### src/scs1_pkg.sv
// shared types, constants and translation tables of the scancode key queue
package scs1_pkg;

  localparam int unsigned QueueDepthDefault = 128;
  localparam int unsigned CodeW = 16;
  localparam int unsigned NumExt = 7;
  localparam int unsigned AddrW = 5;
  localparam int unsigned DataW = 32;

  typedef enum logic [1:0] {
    OP_SCAN = 2'd0,
    OP_KEY  = 2'd1,
    OP_CHAR = 2'd2,
    OP_NONE = 2'd3
  } op_e;

  typedef enum logic [1:0] {
    ST_NONE    = 2'd0,
    ST_KEY     = 2'd1,
    ST_EMPTY   = 2'd2,
    ST_DISCARD = 2'd3
  } status_e;

  typedef enum logic [2:0] {
    REG_LEFT   = 3'd0,
    REG_RIGHT  = 3'd1,
    REG_UP     = 3'd2,
    REG_DOWN   = 3'd3,
    REG_HOME   = 3'd4,
    REG_END    = 3'd5,
    REG_DELETE = 3'd6,
    REG_NONE   = 3'd7
  } reg_idx_e;

  localparam logic [7:0] ScPrefix   = 8'hE0;
  localparam logic [6:0] ScLShift   = 7'h2A;
  localparam logic [6:0] ScRShift   = 7'h36;
  localparam logic [6:0] ScCaps     = 7'h3A;
  localparam logic [6:0] ScEnter    = 7'h1C;
  localparam logic [6:0] ScBack     = 7'h0E;
  localparam logic [6:0] ScLeft     = 7'h4B;
  localparam logic [6:0] ScRight    = 7'h4D;
  localparam logic [6:0] ScUp       = 7'h48;
  localparam logic [6:0] ScDown     = 7'h50;
  localparam logic [6:0] ScHome     = 7'h47;
  localparam logic [6:0] ScEnd      = 7'h4F;
  localparam logic [6:0] ScDelete   = 7'h53;
  localparam logic [6:0] TabLen     = 7'd58;
  localparam logic [7:0] AsciiLf    = 8'd10;
  localparam logic [7:0] AsciiBs    = 8'd8;

  localparam logic [NumExt-1:0][CodeW-1:0] ExtReset = {
    16'd262, 16'd261, 16'd260, 16'd259, 16'd258, 16'd257, 16'd256
  };

  typedef struct packed {
    logic             valid;
    logic [CodeW-1:0] code;
  } push_t;

  localparam logic [7:0] PlainTab [58] = '{
    8'h00, 8'h1B, 8'h31, 8'h32, 8'h33, 8'h34, 8'h35, 8'h36,
    8'h37, 8'h38, 8'h39, 8'h30, 8'h2D, 8'h3D, 8'h08, 8'h09,
    8'h71, 8'h77, 8'h65, 8'h72, 8'h74, 8'h79, 8'h75, 8'h69,
    8'h6F, 8'h70, 8'h5B, 8'h5D, 8'h5C, 8'h00, 8'h61, 8'h73,
    8'h64, 8'h66, 8'h67, 8'h68, 8'h6A, 8'h6B, 8'h6C, 8'h3B,
    8'h27, 8'h60, 8'h00, 8'h5C, 8'h7A, 8'h78, 8'h63, 8'h76,
    8'h62, 8'h6E, 8'h6D, 8'h2C, 8'h2E, 8'h2F, 8'h00, 8'h2A,
    8'h00, 8'h20
  };

  localparam logic [7:0] ShiftTab [58] = '{
    8'h00, 8'h1B, 8'h21, 8'h40, 8'h23, 8'h24, 8'h25, 8'h5E,
    8'h26, 8'h2A, 8'h28, 8'h29, 8'h5F, 8'h2B, 8'h08, 8'h09,
    8'h51, 8'h57, 8'h45, 8'h52, 8'h54, 8'h59, 8'h55, 8'h49,
    8'h4F, 8'h50, 8'h7B, 8'h7D, 8'h7C, 8'h00, 8'h41, 8'h53,
    8'h44, 8'h46, 8'h47, 8'h48, 8'h4A, 8'h4B, 8'h4C, 8'h3A,
    8'h22, 8'h7E, 8'h00, 8'h7C, 8'h5A, 8'h58, 8'h43, 8'h56,
    8'h42, 8'h4E, 8'h4D, 8'h3C, 8'h3E, 8'h3F, 8'h00, 8'h2A,
    8'h00, 8'h20
  };

  function automatic logic [7:0] translate(input logic [6:0] c, input logic sh,
                                           input logic caps);
    logic letter;
    logic up;
    logic [7:0] res;
    letter = (c >= 7'h10 && c <= 7'h19) || (c >= 7'h1E && c <= 7'h26) ||
             (c >= 7'h2C && c <= 7'h32);
    up = letter ? (caps ^ sh) : sh;
    if (c == ScEnter) begin
      res = AsciiLf;
    end else if (c == ScBack) begin
      res = AsciiBs;
    end else if (c >= TabLen) begin
      res = 8'd0;
    end else if (up) begin
      res = ShiftTab[c[5:0]];
    end else begin
      res = PlainTab[c[5:0]];
    end
    return res;
  endfunction

endpackage

### src/scs1_if.sv
// valid/ready channel interfaces for input items and results
interface scs1_in_if;
  logic       valid;
  logic       ready;
  logic [1:0] opcode;
  logic [7:0] scan_byte;
  modport source (output valid, output opcode, output scan_byte, input ready);
  modport sink (input valid, input opcode, input scan_byte, output ready);
endinterface

interface scs1_out_if;
  logic        valid;
  logic        ready;
  logic [1:0]  read_status;
  logic [15:0] key_code;
  modport source (output valid, output read_status, output key_code, input ready);
  modport sink (input valid, input read_status, input key_code, output ready);
endinterface

### src/scs1_decode.sv
// scancode byte decoder with shift, caps lock and prefix tracking
module scs1_decode (
  input  logic                                              clk_i,
  input  logic                                              rst_ni,
  input  logic                                              scan_valid_i,
  input  logic [7:0]                                        scan_byte_i,
  input  logic [scs1_pkg::NumExt-1:0][scs1_pkg::CodeW-1:0]  ext_codes_i,
  output scs1_pkg::push_t                                   push_o
);

  logic lshift_q, lshift_d;
  logic rshift_q, rshift_d;
  logic caps_q, caps_d;
  logic prefix_q, prefix_d;
  logic       rel;
  logic [6:0] c;
  logic [7:0] ch;

  always_comb begin
    lshift_d = lshift_q;
    rshift_d = rshift_q;
    caps_d   = caps_q;
    prefix_d = prefix_q;
    push_o   = '0;
    rel      = scan_byte_i[7];
    c        = scan_byte_i[6:0];
    ch       = scs1_pkg::translate(c, lshift_q | rshift_q, caps_q);
    if (scan_valid_i) begin
      priority if (scan_byte_i == scs1_pkg::ScPrefix) begin
        prefix_d = 1'b1;
      end else if (prefix_q) begin
        prefix_d = 1'b0;
        if (!rel) begin
          push_o.valid = 1'b1;
          unique case (c)
            scs1_pkg::ScLeft:   push_o.code = ext_codes_i[scs1_pkg::REG_LEFT];
            scs1_pkg::ScRight:  push_o.code = ext_codes_i[scs1_pkg::REG_RIGHT];
            scs1_pkg::ScUp:     push_o.code = ext_codes_i[scs1_pkg::REG_UP];
            scs1_pkg::ScDown:   push_o.code = ext_codes_i[scs1_pkg::REG_DOWN];
            scs1_pkg::ScHome:   push_o.code = ext_codes_i[scs1_pkg::REG_HOME];
            scs1_pkg::ScEnd:    push_o.code = ext_codes_i[scs1_pkg::REG_END];
            scs1_pkg::ScDelete: push_o.code = ext_codes_i[scs1_pkg::REG_DELETE];
            default:            push_o.valid = 1'b0;
          endcase
        end
      end else if (rel) begin
        if (c == scs1_pkg::ScLShift) begin
          lshift_d = 1'b0;
        end else if (c == scs1_pkg::ScRShift) begin
          rshift_d = 1'b0;
        end
      end else if (c == scs1_pkg::ScLShift) begin
        lshift_d = 1'b1;
      end else if (c == scs1_pkg::ScRShift) begin
        rshift_d = 1'b1;
      end else if (c == scs1_pkg::ScCaps) begin
        caps_d = ~caps_q;
      end else begin
        push_o.valid = (ch != 8'd0);
        push_o.code  = {{(scs1_pkg::CodeW - 8){1'b0}}, ch};
      end
    end
  end

  always_ff @(posedge clk_i or negedge rst_ni) begin
    if (!rst_ni) begin
      lshift_q <= 1'b0;
      rshift_q <= 1'b0;
      caps_q   <= 1'b0;
      prefix_q <= 1'b0;
    end else begin
      lshift_q <= lshift_d;
      rshift_q <= rshift_d;
      caps_q   <= caps_d;
      prefix_q <= prefix_d;
    end
  end

endmodule

### src/scs1_ring.sv
// ring queue of key codes in a synchronous memory with read and write pointers
module scs1_ring #(
  parameter int unsigned QUEUE_DEPTH = scs1_pkg::QueueDepthDefault
) (
  input  logic                       clk_i,
  input  logic                       rst_ni,
  input  scs1_pkg::push_t            push_i,
  input  logic                       pop_i,
  output logic                       empty_o,
  output logic [scs1_pkg::CodeW-1:0] rdata_o
);

  localparam int unsigned PtrW = $clog2(QUEUE_DEPTH);
  localparam logic [PtrW-1:0] PtrLast = PtrW'(QUEUE_DEPTH - 1);

  logic [scs1_pkg::CodeW-1:0] mem [QUEUE_DEPTH];
  logic [PtrW-1:0] wp_q, wp_d, rp_q, rp_d;
  logic [PtrW-1:0] wp_next, rp_next;
  logic            wr_en;

  assign wp_next = (wp_q == PtrLast) ? '0 : wp_q + 1'b1;
  assign rp_next = (rp_q == PtrLast) ? '0 : rp_q + 1'b1;
  assign empty_o = (wp_q == rp_q);
  assign wr_en   = push_i.valid && (wp_next != rp_q);

  always_comb begin
    wp_d = wr_en ? wp_next : wp_q;
    rp_d = pop_i ? rp_next : rp_q;
  end

  always_ff @(posedge clk_i or negedge rst_ni) begin
    if (!rst_ni) begin
      wp_q <= '0;
      rp_q <= '0;
    end else begin
      wp_q <= wp_d;
      rp_q <= rp_d;
    end
  end

  always_ff @(posedge clk_i) begin
    if (wr_en) begin
      mem[wp_q] <= push_i.code;
    end
    if (pop_i) begin
      rdata_o <= mem[rp_q];
    end
  end

endmodule

### src/scancode_set1_key_queue.sv
// top level of the scancode set 1 decoder and key queue
//
// channel  dir  transfer when     payload
// in_if    in   valid && ready    opcode, scan_byte
// out_if   out  valid && ready    read_status, key_code
// apb      in   psel && penable   paddr, pwdata, prdata
//
// one item per cycle: an accepted item's memory read lands in the read stage
// register and the result moves from there to the output register; a new
// item is taken each cycle while the output register drains. reset clears
// pointers, shift, caps lock and prefix state; the ring memory itself is not
// cleared. a stalled output holds one result and one item in the read stage.
module scancode_set1_key_queue #(
  parameter int unsigned QUEUE_DEPTH = scs1_pkg::QueueDepthDefault
) (
  input  logic                         clk_i,
  input  logic                         rst_ni,
  scs1_in_if.sink                      in_if,
  scs1_out_if.source                   out_if,
  input  logic                         psel,
  input  logic                         penable,
  input  logic                         pwrite,
  input  logic [scs1_pkg::AddrW-1:0]   paddr,
  input  logic [scs1_pkg::DataW-1:0]   pwdata,
  output logic [scs1_pkg::DataW-1:0]   prdata,
  output logic                         pready
);

  logic [scs1_pkg::NumExt-1:0][scs1_pkg::CodeW-1:0] ext_q;
  scs1_pkg::reg_idx_e cfg_idx;
  logic               cfg_wr;

  scs1_pkg::op_e      in_op;
  logic               accept;
  logic               move;
  logic               empty;
  logic               pop;
  logic [scs1_pkg::CodeW-1:0] rdata;
  scs1_pkg::push_t    push;

  logic               busy_q, busy_d;
  scs1_pkg::op_e      stg_op_q;
  logic               stg_empty_q;

  logic                       out_valid_q, out_valid_d;
  scs1_pkg::status_e          out_status_q, res_status;
  logic [scs1_pkg::CodeW-1:0] out_code_q, res_code;

  // configuration port
  assign pready  = 1'b1;
  assign cfg_idx = scs1_pkg::reg_idx_e'(paddr[4:2]);
  assign cfg_wr  = psel && penable && pwrite;

  always_comb begin
    prdata = '0;
    if (cfg_idx != scs1_pkg::REG_NONE) begin
      prdata = {{(scs1_pkg::DataW - scs1_pkg::CodeW){1'b0}}, ext_q[cfg_idx]};
    end
  end

  always_ff @(posedge clk_i or negedge rst_ni) begin
    if (!rst_ni) begin
      ext_q <= scs1_pkg::ExtReset;
    end else if (cfg_wr && cfg_idx != scs1_pkg::REG_NONE) begin
      ext_q[cfg_idx] <= pwdata[scs1_pkg::CodeW-1:0];
    end
  end

  // input side
  assign in_op       = scs1_pkg::op_e'(in_if.opcode);
  assign move        = busy_q && (!out_valid_q || out_if.ready);
  assign in_if.ready = !busy_q || move;
  assign accept      = in_if.valid && in_if.ready;
  assign pop         = accept && !empty &&
                       (in_op == scs1_pkg::OP_KEY || in_op == scs1_pkg::OP_CHAR);

  scs1_decode u_decode (
    .clk_i        (clk_i),
    .rst_ni       (rst_ni),
    .scan_valid_i (accept && in_op == scs1_pkg::OP_SCAN),
    .scan_byte_i  (in_if.scan_byte),
    .ext_codes_i  (ext_q),
    .push_o       (push)
  );

  scs1_ring #(
    .QUEUE_DEPTH (QUEUE_DEPTH)
  ) u_ring (
    .clk_i   (clk_i),
    .rst_ni  (rst_ni),
    .push_i  (push),
    .pop_i   (pop),
    .empty_o (empty),
    .rdata_o (rdata)
  );

  // read stage
  always_comb begin
    res_status = scs1_pkg::ST_NONE;
    res_code   = '0;
    unique case (stg_op_q)
      scs1_pkg::OP_KEY, scs1_pkg::OP_CHAR: begin
        priority if (stg_empty_q) begin
          res_status = scs1_pkg::ST_EMPTY;
        end else if (stg_op_q == scs1_pkg::OP_CHAR && (|rdata[scs1_pkg::CodeW-1:8])) begin
          res_status = scs1_pkg::ST_DISCARD;
        end else begin
          res_status = scs1_pkg::ST_KEY;
          res_code   = rdata;
        end
      end
      scs1_pkg::OP_SCAN, scs1_pkg::OP_NONE: begin
        res_status = scs1_pkg::ST_NONE;
      end
      default: res_status = scs1_pkg::ST_NONE;
    endcase
  end

  always_comb begin
    busy_d = busy_q;
    if (accept) begin
      busy_d = 1'b1;
    end else if (move) begin
      busy_d = 1'b0;
    end
    out_valid_d = out_valid_q;
    if (move) begin
      out_valid_d = 1'b1;
    end else if (out_if.ready) begin
      out_valid_d = 1'b0;
    end
  end

  always_ff @(posedge clk_i or negedge rst_ni) begin
    if (!rst_ni) begin
      busy_q      <= 1'b0;
      out_valid_q <= 1'b0;
    end else begin
      busy_q      <= busy_d;
      out_valid_q <= out_valid_d;
    end
  end

  always_ff @(posedge clk_i) begin
    if (accept) begin
      stg_op_q    <= in_op;
      stg_empty_q <= empty;
    end
    if (move) begin
      out_status_q <= res_status;
      out_code_q   <= res_code;
    end
  end

  assign out_if.valid       = out_valid_q;
  assign out_if.read_status = out_status_q;
  assign out_if.key_code    = out_code_q;

`ifndef SYNTHESIS
  a_accept_busy : assert property (@(posedge clk_i) disable iff (!rst_ni)
    accept |=> busy_q)
    else $error("accepted item missing from read stage");

  a_move_valid : assert property (@(posedge clk_i) disable iff (!rst_ni)
    move |=> out_valid_q)
    else $error("moved result not presented");

  a_code_zero : assert property (@(posedge clk_i) disable iff (!rst_ni)
    out_valid_q && out_status_q != scs1_pkg::ST_KEY |-> out_code_q == '0)
    else $error("nonzero key code without delivered key");
`endif

endmodule

### src/flat_wrapper.sv
// flat-port wrapper written by rule: the top's interface ports become plain ports
module scancode_set1_key_queue_flat 
#(
  parameter int unsigned QUEUE_DEPTH = scs1_pkg::QueueDepthDefault
)
  (clk_i, rst_ni, psel, penable, pwrite, paddr, pwdata, prdata, pready, in_if_valid, in_if_opcode, in_if_scan_byte, in_if_ready, out_if_valid, out_if_read_status, out_if_key_code, out_if_ready);
  scs1_in_if in_if_i ();
  scs1_out_if out_if_i ();
  input  logic clk_i;
  input  logic rst_ni;
  input  logic psel;
  input  logic penable;
  input  logic pwrite;
  input  logic [scs1_pkg::AddrW-1:0] paddr;
  input  logic [scs1_pkg::DataW-1:0] pwdata;
  output logic [scs1_pkg::DataW-1:0] prdata;
  output logic pready;
  input wire logic [$bits(in_if_i.valid)-1:0] in_if_valid;
  input wire logic [$bits(in_if_i.opcode)-1:0] in_if_opcode;
  input wire logic [$bits(in_if_i.scan_byte)-1:0] in_if_scan_byte;
  output wire logic [$bits(in_if_i.ready)-1:0] in_if_ready;
  output wire logic [$bits(out_if_i.valid)-1:0] out_if_valid;
  output wire logic [$bits(out_if_i.read_status)-1:0] out_if_read_status;
  output wire logic [$bits(out_if_i.key_code)-1:0] out_if_key_code;
  input wire logic [$bits(out_if_i.ready)-1:0] out_if_ready;
  assign in_if_i.valid = in_if_valid;
  assign in_if_i.opcode = in_if_opcode;
  assign in_if_i.scan_byte = in_if_scan_byte;
  assign in_if_ready = in_if_i.ready;
  assign out_if_valid = out_if_i.valid;
  assign out_if_read_status = out_if_i.read_status;
  assign out_if_key_code = out_if_i.key_code;
  assign out_if_i.ready = out_if_ready;
  scancode_set1_key_queue #(.QUEUE_DEPTH(QUEUE_DEPTH)) u_core (.clk_i(clk_i), .rst_ni(rst_ni), .in_if(in_if_i), .out_if(out_if_i), .psel(psel), .penable(penable), .pwrite(pwrite), .paddr(paddr), .pwdata(pwdata), .prdata(prdata), .pready(pready));
endmodule
### config.mk
export PLATFORM = sky130hd
export DESIGN_NAME = scancode_set1_key_queue_flat
export DESIGN_NICKNAME = d
export VERILOG_FILES = /design/src/scs1_pkg.sv /design/src/scs1_if.sv /design/src/scs1_decode.sv /design/src/scs1_ring.sv /design/src/scancode_set1_key_queue.sv /design/src/flat_wrapper.sv
export SDC_FILE = /design/constraint.sdc
export NUM_CORES = 2
export LEC_CHECK = 0
export BUFFER_PORTS_ARGS = -buffer_cell sky130_fd_sc_hd__buf_4
export CORE_ASPECT_RATIO = 1.4
export CORE_MARGIN = 10
export CORE_UTILIZATION = 30
export CTS_CLUSTER_DIAMETER = 120
export DETAILED_ROUTE_END_ITERATION = 10
export GPL_TIMING_DRIVEN = 0
export SLEW_MARGIN = 20
export SYNTH_ARGS = -nofsm -noshare
export SYNTH_HDL_FRONTEND = slang
export SYNTH_HIERARCHICAL = 1
export SYNTH_SLANG_ARGS = --single-unit
### constraint.sdc
create_clock -name clk_i -period 10.9 [get_ports clk_i]
set_clock_uncertainty 0.05 [all_clocks]
set_input_delay 2.18 -clock clk_i [delete_from_list [all_inputs] [get_ports clk_i]]
set_output_delay 2.18 -clock clk_i [all_outputs]
set_load 0.02 [all_outputs]
Word level (Yosys, flattened, before mapping)
Memory sizes are Yosys's and may differ from the RTL's. A register that Yosys moved wholly into a read port is not among the register bits.
Index checks and enable logic that the tools add are counted.
{ "word_totals": {"in_bits": 54, "n_memories": 3, "ram_bits": 2048, "mem_bits_ro": 1024, "reg_bits": 153, "output_inout_bits": 53, "wordCells": 147} }
{ "op_classes": {"muxes": 45, "n_bitwise": 10, "magnitude_cmp": 10, "add_sub_neg": 2, "reduce_logical": 35, "n_eq_ne": 23} }
{ "memory_table": {"columns": ["name", "depth", "word_bits", "read_ports", "rd_ports_with_merged_regs", "write_ports", "line_no", "text"], "rows": [
  ["u_core.u_ring.mem", 128, 16, 1, 1, 1, "scs1_ring.sv:16", "logic [scs1_pkg::CodeW-1:0] mem [QUEUE_DEPTH];"],
  ["(no name shown)", 64, 8, 1, 0, 0, "scs1_pkg.sv:100", "res = PlainTab[c[5:0]];"],
  ["(no name shown)", 64, 8, 1, 0, 0, "scs1_pkg.sv:98", "res = ShiftTab[c[5:0]];"]
]} }
{ "ops": {"columns": ["cell", "n"], "rows": [
  ["17-bit 2-to-1 mux", 8],
  ["112-bit bitwise mux", 1],
  ["16-bit one-hot mux with 7 select lines", 1],
  ["8-bit 2-to-1 mux", 8],
  ["7-bit == test (second input constant)", 9],
  ["16-bit binary-select mux with 3-bit select", 1],
  ["16-bit demux with 3-bit select", 1],
  ["16-bit 2-to-1 mux", 3],
  ["7-bit by 6-bit == test with 1-bit output (second input constant)", 3],
  ["1-bit 2-to-1 mux", 17],
  ["7-bit by 1-bit adder with 7-bit output (second input constant)", 2],
  ["7-bit by 5-bit >= comparator with 1-bit output (second input constant)", 2],
  ["7-bit by 6-bit >= comparator with 1-bit output (second input constant)", 2],
  ["7-bit by 6-bit <= comparator with 1-bit output (second input constant)", 2],
  ["1-bit logical AND", 14],
  ["7-bit 2-to-1 mux", 2],
  ["8-bit == test (second input constant)", 1],
  ["8-bit nonzero test", 1],
  ["8-bit OR reduction", 1],
  ["7-bit by 4-bit == test with 1-bit output (second input constant)", 1],
  ["7-bit by 5-bit == test with 1-bit output (second input constant)", 1],
  ["7-bit == test", 1],
  ["7-bit >= comparator (second input constant)", 1],
  ["7-bit by 5-bit <= comparator with 1-bit output (second input constant)", 1],
  ["22 further kinds", 41]
]} }

Longest topological paths before layout
{ "logic_depth": {"word_depth": 20, "depth_mapped": 17, "depth_no_buf": 13} }

Hierarchy
The synthesis kept the hierarchy.
{ "modules_own_cells": {"columns": ["module", "cells_each", "seq_area_each_um2", "area_per_inst_um2", "instances"], "rows": [
  ["scs1_ring", 3923, 62329.8, 80915.1, 1],
  ["scancode_set1_key_queue", 441, 3503.4, 6287.3, 1],
  ["scs1_decode", 356, 100.1, 2570.0, 1]
]} }

Worst setup path after synthesis
Ideal clock, no wire load.
{ "synth_path": {"kind": "input to register", "start": "input port in_if_scan_byte[0]", "end": "memory u_core/u_ring/mem[0][1] (netlist name) (data pin)", "path_buffers": 4, "path_stages": 9, "arrival_time_ns": 9.333, "setup_ns": 1.321, "required_time_ns": 9.529, "slack_ns": 0.196, "cell_sequence": "buf_2 > inv_1 > ha_1 > clkbuf_1 > and3_1 > buf_2 > clkbuf_1 > a22oi_1 > a311oi_1"} }
{ "synth_lines": {"columns": ["item", "line_no", "text"], "rows": [
  ["start: declaration", "flat_wrapper.sv:20", "input wire logic [$bits(in_if_i.scan_byte)-1:0] in_if_scan_byte;"],
  ["end: declaration", "scs1_ring.sv:16", null]
]} }

==> impl_metrics.ini <==
[floorplanning]
dieHeight_um = 667
core_mm2 = 0.298
ios = 107
dieWidth_um = 482
std_cell_rows = 237
initial_core_util_pct = 30.2
die_area_mm2 = 0.322

[cts]
cts.clk_slew.worst_paths_ns = 0.06
hold_buffers = 0
clockBufferDepth = 4
cts_buffers = 206
htree_levels = 4
post_cts_buffers = 0
cts_tree = built
cts_root_buf = clkbuf_16
clk_latency_ns = 0.88
cts.sinks = 2217
cts_resized = 0

[layout]
layout-drive-gt1-share_pct = 28.4
fin_nets = 5248
multi_input_area_mm2 = 0.0230
fillCellCount = 27700
layout_commonest_cell = edfxtp_1
post-route-util_pct = 35.4
fin_area_mm2 = 0.105
layout_common_cells = edfxtp_1, mux4_2, mux2i_1, clkbuf_16, mux2_2
seq_area_mm2 = 0.0659
area_growth_pct = 17.3

[grt]
grt_pass1_vias = 51500
antenna_found_initial = 25
grt_usage_pct = 19.5
grt_start_max_net_pins = 93
grt_overflow = 0
grt_pass1_wl_um = 438000

[sta]
hold_violations = 0
fin_crit_ns = 8.22
setup_tns_ns = 0
setup_viol = 0
slew_violations = 0
max_freq_mhz = 122
slew_headroom_pct = 5.13
period_share_pct = 75.4
rsz0062_at_grt = false
tightest_slew_ns = 1.41

[worst_setup_path]
critPathMaxFanout = 11
startpoint_type = input pin
required_ns = 11.37
cp_data_arrival_time_ns = 8.69
worstSetupEndpointType = flop
rrSetupSlack_ns = 4.57
crit_type = input pin to flop

[routing]
drt-total-wl_um = 325000
avgRoutedWirePerCell_um = 35.0
antenna_left = 0
drt_iter0_drc = 7443
vias_per_cell = 5.64
drt_drc_violations_left = 0
vias = 52400
drtPass1Iterations = 8

[synth]
synth_cells = 4720
synth_top_area_share_pct = 69.7
synthArstFlopShare_pct = 5.95
ys_seq_area_share_pct = 73.4
ys_types = 103
synth_area_leaders = edfxtp_1, mux4_2, mux2i_1, dfrtp_1, mux2_2
yosys_warnings = 6
syn_avg_cell_area_um2 = 19.0
synth-edff-count = 2085
netlist_area_mm2 = 0.0898
synth_ff_type = edfxtp_1
synth_seq_cells = 2217
post-synth-top-area-cell = edfxtp_1

[power_and_ir_drop]
fin_total_pwr_uw = 22500
peakVddDrop_mv = 0.158
power.density_mw_per_mm2 = 214
p_sw_share_pct = 33.9
p_clk_share_pct = 30.7
leakage_uw = 0.0369
p_seq_share_pct = 41.9
power_frac_comb_pct = 27.3
switchingPower_uw = 7640
intPower_uw = 14900

[hold_path]
hp-class = flop to flop

[placed_design]
dpl.hpwl_um = 226000
place.gp.congestion = 0.952
portBuffers = 70
placed_area_mm2 = 0.0990

[outcome]
outcome = complete, no violations

[job]
maxCapViolCount = 0
-- final timing paths --
path,from,depth (start not counted),end
max,in_if_scan_byte[0],19,u_core/u_ring/mem[112][7]$_DFFE_PP_
min,u_core/u_decode/rshift_q$_DFFE_PN0P_,2,u_core/u_decode/rshift_q$_DFFE_PN0P_
max reg2reg,u_core/u_decode/rshift_q$_DFFE_PN0P_,14,u_core/u_ring/mem[112][7]$_DFFE_PP_
min reg2reg,u_core/u_decode/rshift_q$_DFFE_PN0P_,2,u_core/u_decode/rshift_q$_DFFE_PN0P_
max in group asynchronous,rst_ni,2,u_core/ext_q[40]$_DFFE_PN1P_
min in group asynchronous,rst_ni,1,u_core/ext_q[100]$_DFFE_PN0P_
-- registers in the layout (all words and copies together) (netlist names), 2 cells and up --
name and cells:
u_core/u_ring/mem 2048, u_core/ext_q 112, u_core/out_if.key_code 16, u_core/u_ring/rdata_o 16
u_core/u_ring/rp_q 7, u_core/u_ring/wp_q 7, u_core/out_if.read_status 2, u_core/stg_op_q 2
-- through the flow --
step,cells,hold slack [ns],setup slack [ns]
floorplan,4735,0.399,0.196
global placement,8748,0.416,-11.03
detailed placement,8909,0.429,2.04
CTS,9273,0.444,2.89
global route,9276,0.484,2.52
finish,9290,0.435,2.68
-- routing by layer --
layer	vias to the layer above	share of wire (%)	track usage [%]
li1	20300	-	-
met1	27600	33	21.8
met2	3500	48	32.7
met3	1010	9.5	4.19
met4	6	9.5	14.9
met5	-	0.0098	0
-- layout make-up --
cell class	count	area share, %
Sequential cell	2217	62.6
Clock buffer	256	5.12
Tap cell	3943	4.69
Multi-Input combinational cell	2184	21.8
Inverter	24	0.0856
Buffer	310	1.78
Antenna cell	16	0.0380
Clock inverter	108	0.801
Timing Repair Buffer	232	3.03
-- cells in the mapped netlist, types with 10 or more instances --
cell,number
nor2b_1,22
a31oi_1,33
a221oi_1,48
a211oi_1,53
buf_6,40
nand2_1,154
mux2i_1,330
o32a_1,10
nor3_1,13
buf_4,68
a22o_1,37
nor2_1,189
dfrtp_1,116
a22oi_1,112
ha_1,19
and3_1,14
a21oi_1,111
clkbuf_1,93
edfxtp_1,2085
and2_1,17
o22ai_1,38
a222oi_1,11
dfstp_2,16
mux2_4,12
nor3b_1,10
inv_1,20
o221ai_1,31
buf_2,100
mux4_2,360
o211ai_1,30
nand3_1,41
mux2_2,194
nand2b_1,25
o21ai_0,76
-- power groups by stage --
stage               registers (µW)  clock network, µW  logic (µW)
floorplan                     9610                  0        2910
global placement              9640                  0        5830
detailed placement            9630                  0        5910
CTS                           9450               6980        5930
global route                  9460               7290        6070
finish                        9450               6920        6160
-- cell families (layout without fill, tap and decap cells) --
| kind of cell | after synthesis | count (layout) | synth area share (%) |
|---|---|---|---|
| flip-flops | 2217 | 2217 | 73.4 |
| multiplexers | 896 | 896 | 15.3 |
| AO/OA/AOI/OAI | 697 | 697 | 5.73 |
| AND/OR/NAND/NOR | 541 | 541 | 2.88 |
| buffers and inverters | 334 | 930 | 2.17 |
| adder cells (fa/ha/maj) | 19 | 19 | 0.265 |
| XOR/XNOR | 14 | 14 | 0.152 |
| other | 2 | 33 | 0.00837 |
-- worst max-delay path, stage by stage --
cell	delay, ns
buf_4	0.16
buf_2	0.21
inv_1	0.22
ha_1	0.19
clkbuf_1	0.43
nand2_1	0.25
mux4_2	0.52
o32ai_1	0.17
a2111oi_1	0.12
a211oi_2	0.28
nor4_1	0.08
a311oi_1	0.55
clkbuf_1	0.57
inv_1	0.17
nor3_1	0.54
o211ai_2	0.64
buf_2	0.58
nor2_2	0.54
buf_8	0.24
(Power assumes the default switching activity.)
